--- config.mk ---
export PLATFORM = sky130hd
export DESIGN_NAME = sliding_window_frame_rate_meter_core_flat
export DESIGN_NICKNAME = d
export VERILOG_FILES = /design/src/sv/swfrm_pkg.sv /design/src/sv/swfrm_in_if.sv /design/src/sv/swfrm_out_if.sv /design/src/sv/swfrm_div.sv /design/src/sv/swfrm_dpath.sv /design/src/sv/swfrm_ctrl.sv /design/src/sv/sliding_window_frame_rate_meter_core.sv /design/src/flat_wrapper.sv
export SDC_FILE = /design/constraint.sdc
export NUM_CORES = 2
export LEC_CHECK = 0
export ABC_AREA = 1
export ABC_CLOCK_PERIOD_IN_PS = 12400
export BUFFER_PORTS_ARGS = -buffer_cell sky130_fd_sc_hd__buf_2
export CAP_MARGIN = 15
export CORE_MARGIN = 4
export CORE_UTILIZATION = 65
export CTS_CLUSTER_SIZE = 28
export DETAILED_ROUTE_END_ITERATION = 7
export HOLD_SLACK_MARGIN = 0.03
export PLACE_DENSITY = 0.82
export RECOVER_POWER = 50
export SLEW_MARGIN = 20
export SYNTH_ARGS = -nofsm -noshare
export SYNTH_HDL_FRONTEND = slang
export SYNTH_SLANG_ARGS = --single-unit
--- constraint.sdc ---
create_clock -name clk -period 12.4 [get_ports clk]
set_input_delay 1.86 -clock clk [delete_from_list [all_inputs] [get_ports clk]]
set_output_delay 1.86 -clock clk [all_outputs]
set_load 0.1 [all_outputs]
--- src/sv/swfrm_pkg.sv ---
`default_nettype none

package swfrm_pkg;

	localparam int TS_W       = 64;
	localparam int TB_W       = 32;
	localparam int RATE_W     = 24;
	localparam int FRAC_BITS  = 8;
	localparam int FRAMES_W   = 5;
	localparam int WINDOW_DEF = 30;

	localparam logic [RATE_W-1:0] RATE_MAX = '1;
	localparam logic [TB_W-1:0]   TB_RESET = 32'd1000000000;

	// controller to datapath
	typedef struct packed {
		logic capture;    // store the timestamp, advance write position and count
		logic read;       // fetch the oldest entry, form the numerator product
		logic start_div;  // form elapsed time, launch the divider
		logic load_out;   // move the finished result into the output register
	} swfrm_cmd_t;

	// datapath to controller
	typedef struct packed {
		logic div_done;
	} swfrm_stat_t;

endpackage

`default_nettype wire

--- src/sv/swfrm_in_if.sv ---
`default_nettype none

interface swfrm_in_if import swfrm_pkg::*; ();
	logic            valid;
	logic            ready;
	logic [TS_W-1:0] frame_timestamp;

	modport source (output valid, output frame_timestamp, input ready);
	modport sink   (input valid, input frame_timestamp, output ready);
endinterface

`default_nettype wire

--- src/sv/swfrm_out_if.sv ---
`default_nettype none

interface swfrm_out_if import swfrm_pkg::*; ();
	logic                valid;
	logic                ready;
	logic [RATE_W-1:0]   rate_q8;
	logic                rate_valid;
	logic [FRAMES_W-1:0] frames_held;

	modport source (output valid, output rate_q8, output rate_valid, output frames_held,
		input ready);
	modport sink   (input valid, input rate_q8, input rate_valid, input frames_held,
		output ready);
endinterface

`default_nettype wire

--- src/sv/swfrm_div.sv ---
`default_nettype none

// Restoring divider, one quotient bit per cycle.
module swfrm_div import swfrm_pkg::*; #(
	parameter int NW = 45
) (
	input  wire logic          clk,
	input  wire logic          arst_n,
	input  wire logic          start,
	input  wire logic [NW-1:0] num,
	input  wire logic [TS_W-1:0] den,
	output logic               done,
	output logic [NW-1:0]      quo
);

	localparam int SW = $clog2(NW + 1);

	logic [TS_W-1:0] rem_q;
	logic [NW-1:0]   quo_q;
	logic [TS_W-1:0] den_q;
	logic [SW-1:0]   step_q;
	logic            busy_q;
	logic            done_q;

	logic [TS_W:0] trial;
	logic          fits;

	assign trial = {rem_q, quo_q[NW-1]};
	assign fits  = trial >= {1'b0, den_q};

	always_ff @(posedge clk or negedge arst_n) begin
		if (!arst_n) begin
			busy_q <= 1'b0;
			done_q <= 1'b0;
			step_q <= '0;
		end else begin
			done_q <= 1'b0;
			if (start) begin
				busy_q <= 1'b1;
				step_q <= SW'(NW);
			end else if (busy_q) begin
				step_q <= step_q - SW'(1);
				if (step_q == SW'(1)) begin
					busy_q <= 1'b0;
					done_q <= 1'b1;
				end
			end
		end
	end

	// the remainder stays below the divisor, so it always fits in TS_W bits
	always_ff @(posedge clk) begin
		if (start) begin
			rem_q <= '0;
			quo_q <= num;
			den_q <= den;
		end else if (busy_q) begin
			rem_q <= fits ? TS_W'(trial - {1'b0, den_q}) : trial[TS_W-1:0];
			quo_q <= {quo_q[NW-2:0], fits};
		end
	end

	assign done = done_q;
	assign quo  = quo_q;

endmodule

`default_nettype wire

--- src/sv/swfrm_dpath.sv ---
`default_nettype none

module swfrm_dpath import swfrm_pkg::*; #(
	parameter int WINDOW = WINDOW_DEF
) (
	input  wire logic                clk,
	input  wire logic                arst_n,
	input  wire logic                cfg_we,
	input  wire logic [TB_W-1:0]     cfg_wdata,
	input  wire logic [TS_W-1:0]     stamp,
	input  wire swfrm_cmd_t          cmd,
	output swfrm_stat_t              stat,
	output logic [RATE_W-1:0]        rate_q8,
	output logic                     rate_valid,
	output logic [FRAMES_W-1:0]      frames_held
);

	localparam int IW = $clog2(WINDOW);
	localparam int CW = $clog2(WINDOW + 1);
	localparam int PW = CW + TB_W;
	localparam int NW = PW + FRAC_BITS;

	logic [TS_W-1:0] ring_q [WINDOW];
	logic [TS_W-1:0] newest_q;
	logic [TS_W-1:0] oldest_q;
	logic [IW-1:0]   wp_q;
	logic [CW-1:0]   cnt_q;
	logic [TB_W-1:0] tb_q;
	logic [PW-1:0]   prod_q;
	logic            ok_q;
	logic [RATE_W-1:0]   rate_q;
	logic                rate_valid_q;
	logic [FRAMES_W-1:0] frames_q;

	logic [IW-1:0]   old_slot;
	logic [CW-1:0]   cnt_m1;
	logic [TS_W-1:0] elapsed;
	logic [NW-1:0]   quo;
	logic [RATE_W-1:0] rate_sat;

	// full window: the next write slot holds the oldest stamp; otherwise slot zero
	assign old_slot   = (cnt_q == CW'(WINDOW)) ? wp_q : '0;
	assign cnt_m1     = cnt_q - CW'(1);
	assign elapsed    = newest_q - oldest_q;
	assign rate_sat   = (|quo[NW-1:RATE_W]) ? RATE_MAX : quo[RATE_W-1:0];

	always_ff @(posedge clk or negedge arst_n) begin
		if (!arst_n) begin
			wp_q  <= '0;
			cnt_q <= '0;
			tb_q  <= TB_RESET;
		end else begin
			if (cfg_we) begin
				tb_q <= cfg_wdata;
			end
			if (cmd.capture) begin
				wp_q <= (wp_q == IW'(WINDOW - 1)) ? '0 : wp_q + IW'(1);
				if (cnt_q != CW'(WINDOW)) begin
					cnt_q <= cnt_q + CW'(1);
				end
			end
		end
	end

	// timestamp ring
	always_ff @(posedge clk) begin
		if (cmd.capture) begin
			ring_q[wp_q] <= stamp;
		end
	end

	always_ff @(posedge clk) begin
		if (cmd.read) begin
			oldest_q <= ring_q[old_slot];
		end
	end

	always_ff @(posedge clk) begin
		if (cmd.capture) begin
			newest_q <= stamp;
		end
		if (cmd.read) begin
			prod_q <= {{TB_W{1'b0}}, cnt_m1} * {{CW{1'b0}}, tb_q};
		end
		if (cmd.start_div) begin
			ok_q <= (cnt_q >= CW'(2)) && (elapsed != '0);
		end
		if (cmd.load_out) begin
			rate_q       <= ok_q ? rate_sat : '0;
			rate_valid_q <= ok_q;
			frames_q     <= FRAMES_W'(cnt_q);
		end
	end

	swfrm_div #(
		.NW(NW)
	) u_div (
		.clk    (clk),
		.arst_n (arst_n),
		.start  (cmd.start_div),
		.num    ({prod_q, {FRAC_BITS{1'b0}}}),
		.den    (elapsed),
		.done   (stat.div_done),
		.quo    (quo)
	);

	assign rate_q8     = rate_q;
	assign rate_valid  = rate_valid_q;
	assign frames_held = frames_q;

endmodule

`default_nettype wire

--- src/sv/swfrm_ctrl.sv ---
`default_nettype none

module swfrm_ctrl import swfrm_pkg::*; (
	input  wire logic        clk,
	input  wire logic        arst_n,
	input  wire logic        in_valid,
	output logic             in_ready,
	output logic             out_valid,
	input  wire logic        out_ready,
	input  wire swfrm_stat_t stat,
	output swfrm_cmd_t       cmd
);

	typedef enum logic [2:0] {
		S_IDLE,
		S_READ,
		S_SETUP,
		S_DIV,
		S_FINISH
	} state_t;

	state_t state_q;
	logic   out_valid_q;

	always_comb begin
		cmd           = '0;
		in_ready      = (state_q == S_IDLE);
		cmd.capture   = in_ready && in_valid;
		cmd.read      = (state_q == S_READ);
		cmd.start_div = (state_q == S_SETUP);
		cmd.load_out  = (state_q == S_FINISH) && (!out_valid_q || out_ready);
	end

	always_ff @(posedge clk or negedge arst_n) begin
		if (!arst_n) begin
			state_q     <= S_IDLE;
			out_valid_q <= 1'b0;
		end else begin
			if (cmd.load_out) begin
				out_valid_q <= 1'b1;
			end else if (out_ready) begin
				out_valid_q <= 1'b0;
			end
			case (state_q)
				S_IDLE: begin
					if (in_valid) begin
						state_q <= S_READ;
					end
				end
				S_READ:  state_q <= S_SETUP;
				S_SETUP: state_q <= S_DIV;
				S_DIV: begin
					if (stat.div_done) begin
						state_q <= S_FINISH;
					end
				end
				S_FINISH: begin
					if (cmd.load_out) begin
						state_q <= S_IDLE;
					end
				end
				default: state_q <= S_IDLE;
			endcase
		end
	end

	assign out_valid = out_valid_q;

endmodule

`default_nettype wire

--- src/sv/sliding_window_frame_rate_meter_core.sv ---
`default_nettype none

// Frame rate meter over a sliding window of the last WINDOW frame timestamps.
// Each transaction on frames carries one 64-bit timestamp; each produces one
// transaction on rates with the rate in frames per second (unsigned, 8 fraction
// bits, saturating at all ones), a rate_valid flag and the number of stamps held.
// Rate is (held-1) * time_base_hz * 256 / (newest - oldest), truncated; with
// fewer than two stamps or zero elapsed time it reads 0 with rate_valid low.
// One transaction is in flight at a time: after acceptance the controller steps
// through S_READ, S_SETUP, S_DIV and S_FINISH and loads the result, with NW =
// $clog2(WINDOW+1) + 40 quotient bits from the restoring divider, which retires
// one quotient bit per cycle. frames is ready again right after the result is
// loaded, even if rates has not taken it yet; a result still held on rates
// delays the next load and with it the input.
// time_base_hz is written through cfg_we/cfg_wdata; the user must do so only while
// the block is idle, which the block itself does not enforce; it resets to 1000000000 (nanosecond stamps).
module sliding_window_frame_rate_meter_core import swfrm_pkg::*; #(
	parameter int WINDOW = WINDOW_DEF
) (
	input  wire logic            clk,
	input  wire logic            arst_n,
	input  wire logic            cfg_we,
	input  wire logic [TB_W-1:0] cfg_wdata,
	swfrm_in_if.sink             frames,
	swfrm_out_if.source          rates
);

	swfrm_cmd_t  cmd;
	swfrm_stat_t stat;

	// sequence the transaction: capture, read oldest, divide, hand off
	swfrm_ctrl u_ctrl (
		.clk       (clk),
		.arst_n    (arst_n),
		.in_valid  (frames.valid),
		.in_ready  (frames.ready),
		.out_valid (rates.valid),
		.out_ready (rates.ready),
		.stat      (stat),
		.cmd       (cmd)
	);

	// ring, pointers, time base, product, divider and output register
	swfrm_dpath #(
		.WINDOW(WINDOW)
	) u_dpath (
		.clk         (clk),
		.arst_n      (arst_n),
		.cfg_we      (cfg_we),
		.cfg_wdata   (cfg_wdata),
		.stamp       (frames.frame_timestamp),
		.cmd         (cmd),
		.stat        (stat),
		.rate_q8     (rates.rate_q8),
		.rate_valid  (rates.rate_valid),
		.frames_held (rates.frames_held)
	);

	// hold off new transactions while one is being processed
	a_busy_after_accept: assert property (@(posedge clk) disable iff (!arst_n)
		frames.valid && frames.ready |=> !frames.ready)
		else $error("frames ready right after an accepted transaction");

	// an invalid rate always reads as zero
	a_invalid_rate_zero: assert property (@(posedge clk) disable iff (!arst_n)
		rates.valid && !rates.rate_valid |-> rates.rate_q8 == '0)
		else $error("nonzero rate with rate_valid low");

	// the divider finishes only inside a transaction
	a_div_in_flight: assert property (@(posedge clk) disable iff (!arst_n)
		stat.div_done |-> !frames.ready)
		else $error("divider done while idle");

endmodule

`default_nettype wire
--- src/flat_wrapper.sv ---
// flat-port wrapper written by rule: the top's interface ports become plain ports
module sliding_window_frame_rate_meter_core_flat import swfrm_pkg::*;
#(
	parameter int WINDOW = WINDOW_DEF
)
  (clk, arst_n, cfg_we, cfg_wdata, frames_valid, frames_frame_timestamp, frames_ready, rates_valid, rates_rate_q8, rates_rate_valid, rates_frames_held, rates_ready);
  swfrm_in_if frames_i ();
  swfrm_out_if rates_i ();
  input  wire logic clk;
  input  wire logic arst_n;
  input  wire logic cfg_we;
  input  wire logic [TB_W-1:0] cfg_wdata;
  input wire logic [$bits(frames_i.valid)-1:0] frames_valid;
  input wire logic [$bits(frames_i.frame_timestamp)-1:0] frames_frame_timestamp;
  output wire logic [$bits(frames_i.ready)-1:0] frames_ready;
  output wire logic [$bits(rates_i.valid)-1:0] rates_valid;
  output wire logic [$bits(rates_i.rate_q8)-1:0] rates_rate_q8;
  output wire logic [$bits(rates_i.rate_valid)-1:0] rates_rate_valid;
  output wire logic [$bits(rates_i.frames_held)-1:0] rates_frames_held;
  input wire logic [$bits(rates_i.ready)-1:0] rates_ready;
  assign frames_i.valid = frames_valid;
  assign frames_i.frame_timestamp = frames_frame_timestamp;
  assign frames_ready = frames_i.ready;
  assign rates_valid = rates_i.valid;
  assign rates_rate_q8 = rates_i.rate_q8;
  assign rates_rate_valid = rates_i.rate_valid;
  assign rates_frames_held = rates_i.frames_held;
  assign rates_i.ready = rates_ready;
  sliding_window_frame_rate_meter_core #(.WINDOW(WINDOW)) u_core (.clk(clk), .arst_n(arst_n), .cfg_we(cfg_we), .cfg_wdata(cfg_wdata), .frames(frames_i), .rates(rates_i));
endmodule
==> results.cfg <==
[grt]
grt_max_degree = 232
grt-ovfl-total = 0
grt_pass1_wl_mm = 461
grt_pass1_vias = 76500
antenna_found_initial = 16
grt_usage = 0.360

[clock_tree]
path_clk_slew_ps = 60
clock_path_buffers = 3
post-cts-setup-buffers = 0
holdBufCountCts = 0
ctsResizeCount = 0
clock_latency_ps = 890
htree_levels = 4
cts-root-buf = clkbuf_16
cts-buffers-inserted = 218
clock-sinks = 2343
cts_tree = done

[job]
max-cap-violations = 60

[layout]
layout.nets = 10400
n_fill_cell = 11000
syn_to_final_growth_pct = 9.27
final_common_cell = nand2_1
final_cells = 12400
layout_common_cells = 2705 x nand2_1, 2217 x edfxtp_1, 971 x inv_1, 871 x nor2_1, 510 x a21oi_1
drive_gt1_frac = 0.0519

[route]
totalWireLength_mm = 312
wl_per_cell_um = 25.1
antenna_left = 0
drc = 1
vias = 79400
drt_iter0_markers = 12500
drtPass1Iterations = 8
viasPerCell = 6.38

[timing]
whs_ps = 475
hold_viol = 0
tightest_slew_ps = 3970
skew_ps = 98.6
timing.setup.tns_ps = 0
fin_crit_ps = 7220
relSlewSlack = -1.65
rsz0062_at_grt = no
fmax_mhz = 139
setup_violations = 0
drv_slew = 2011
min_period_over_period = 0.582

[critical_path]
endpoint_kind = register
cp_data_arrival_time_ps = 7620
max_stage_delay_ps = 2780
path_buf_inv = 4
start_kind = register
cp_slowest_cell = clkbuf_1
required_ps = 12800
cpMostUsedCell = nor2_1
worstPathCellList = nor2_1, inv_1, nor2_1, clkbuf_1, nor2_4, buf_4, inv_2
critPathTopFamily = buffers and inverters
crit_type = reg -> reg
crit_path_max_fanout = 68

[floorplan]
rows = 148
initial_core_util = 0.655
io_pins = 133
die_x_um = 413
fp.dieH_um = 413
die_area_um2 = 171000
core_area_um2 = 163000

[synth]
syn_nets = 10500
syn_area_um2 = 107000
synth_enable_flop_cells = 2217
syn_area_per_cell_um2 = 10.6
ys_warn_count = 0
synth_cells = 10100
async_flop_share = 0.0230
synth-seq-cells = 2343
synth_top_flop_cell = edfxtp_1
yosysSeqAreaShare = 0.650
synth.distinct_cells = 51

[worst_hold_path]
hold_class = reg -> reg

[power]
p_switching_uw = 4410
vdd_drop_max_v = 0.000193
leakagePower_uw = 0.0441
p_clk_frac = 0.389
p_per_area_nw_per_um2 = 152
seq_power_share = 0.503
p_int_uw = 13300
share_comb_of_total_power = 0.109
p_sw_frac = 0.250

[place]
place_congestion = 1.02
dp_cells = 12000
dp_hpwl_mm = 183
io_buffers = 132

[outcome]
status = complete, but fails checks
violations = design-rule violations, max-capacitance violations, max-slew violations
## synthesized netlist by cell type, types with 53 or more instances
cell,number,area share
edfxtp_1,2217,0.62
nand3_1,392,0.018
nand2_1,2706,0.095
a31oi_1,70,0.0041
nor2_1,902,0.032
ha_1,181,0.021
o221ai_1,114,0.0094
a21oi_1,510,0.024
dfxtp_1,72,0.014
o211ai_1,68,0.0048
o22ai_1,257,0.015
inv_1,971,0.034
clkbuf_1,336,0.012
o21ai_1,145,0.0068
fa_1,92,0.017
buf_2,94,0.0044
o21ai_0,441,0.021
xor2_1,53,0.0043
## worst min-delay path: cells and delay by family, from the launching register on
family	cells	cell delay [ps]
simple gates	2	110
flops	1	320
## state kept, by name (all words and copies together), names as in the netlist
name,cells
u_core.u_dpath.wp_q,5
u_core.u_dpath.u_div.step_q,6
u_core.u_dpath.ok_q,1
u_core.u_ctrl.state_q,3
u_core.u_dpath.cnt_q,5
u_core.u_dpath.u_div.busy_q,1
u_core.u_dpath.oldest_q,64
u_core.u_dpath.tb_q,32
u_core.u_dpath.u_div.done,1
u_core.u_dpath.rate_valid,1
u_core.u_dpath.u_div.quo,45
u_core.u_dpath.u_div.den_q,64
u_core.u_dpath.rate_q8,24
u_core.u_ctrl.out_valid,1
u_core.u_dpath.prod_q,37
u_core.u_dpath.ring_q,1920
u_core.u_dpath.frames_held,5
u_core.u_dpath.u_div.rem_q,64
u_core.u_dpath.newest_q,64
## worst paths after layout
kind                                                              from                                     endpoint  slack [ps]  depth (start not counted)
setup reg to reg                  u_core.u_ctrl.state_q[2]$_DFFE_PN0P_       u_core.u_dpath.u_div.quo[39]$_DFFE_PP_        5180                          7
hold / removal             u_core.u_dpath.u_div.rem_q[43]$_SDFFE_PP0P_  u_core.u_dpath.u_div.rem_q[43]$_SDFFE_PP0P_         480                          2
max in group asynchronous                                       arst_n           u_core.u_dpath.wp_q[0]$_DFFE_PN0P_        7130                          2
setup / recovery                  u_core.u_ctrl.state_q[2]$_DFFE_PN0P_       u_core.u_dpath.u_div.quo[39]$_DFFE_PP_        5180                          7
min in group asynchronous                                       arst_n           u_core.u_dpath.wp_q[4]$_DFFE_PN0P_        2470                          2
hold reg to reg            u_core.u_dpath.u_div.rem_q[43]$_SDFFE_PP0P_  u_core.u_dpath.u_div.rem_q[43]$_SDFFE_PP0P_         480                          2
## power groups by stage
stage | registers, µW | clock network (µW) | logic (µW)
global placement | 9040 | 0 | 1850
floorplan | 9020 | 0 | 1300
finish | 8890 | 6880 | 1920
global route | 8900 | 7260 | 2130
CTS | 8880 | 6900 | 1890
detailed placement | 9050 | 0 | 1870
## through the flow
stage,instance area (µm²),total power [µW],utilization,setup WS (ps)
after floorplan,107000,10300,-,3670
after global placement,109000,10900,0.671,5960
after detailed placement,109000,10900,0.671,5710
after CTS,117000,17700,0.716,5670
after global routing,117000,18300,0.716,4700
final,117000,17700,0.716,5180
## final cells by class
| class | instances | area (µm²) | area share |
|---|---|---|---|
| Timing Repair Buffer | 228 | 1400 | 0.0120 |
| Clock inverter | 144 | 1750 | 0.0150 |
| Antenna cell | 13 | 32.5 | 0.000279 |
| Multi-Input combinational cell | 6285 | 32000 | 0.275 |
| Clock buffer | 262 | 5620 | 0.0482 |
| Sequential cell | 2343 | 69400 | 0.595 |
| Tap cell | 2175 | 2720 | 0.0233 |
| Inverter | 980 | 3710 | 0.0318 |
## metal layers
| metal | GRT usage | part of all wire | vias to the layer above |
|---|---|---|---|
| li1 | - | - | 34600 |
| met1 | 0.475 | 0.35 | 37800 |
| met2 | 0.568 | 0.46 | 5880 |
| met3 | 0.0813 | 0.13 | 999 |
| met4 | 0.177 | 0.053 | 6 |
| met5 | 0 | 0.00015 | - |
## logic make-up after synthesis
group	share of synthesized area
simple gates	0.153
flops	0.650
compound gates	0.0981
buf+inv	0.0524
fa+ha+maj	0.0385
xor+xnor	0.00837
(Power assumes the default switching activity.)
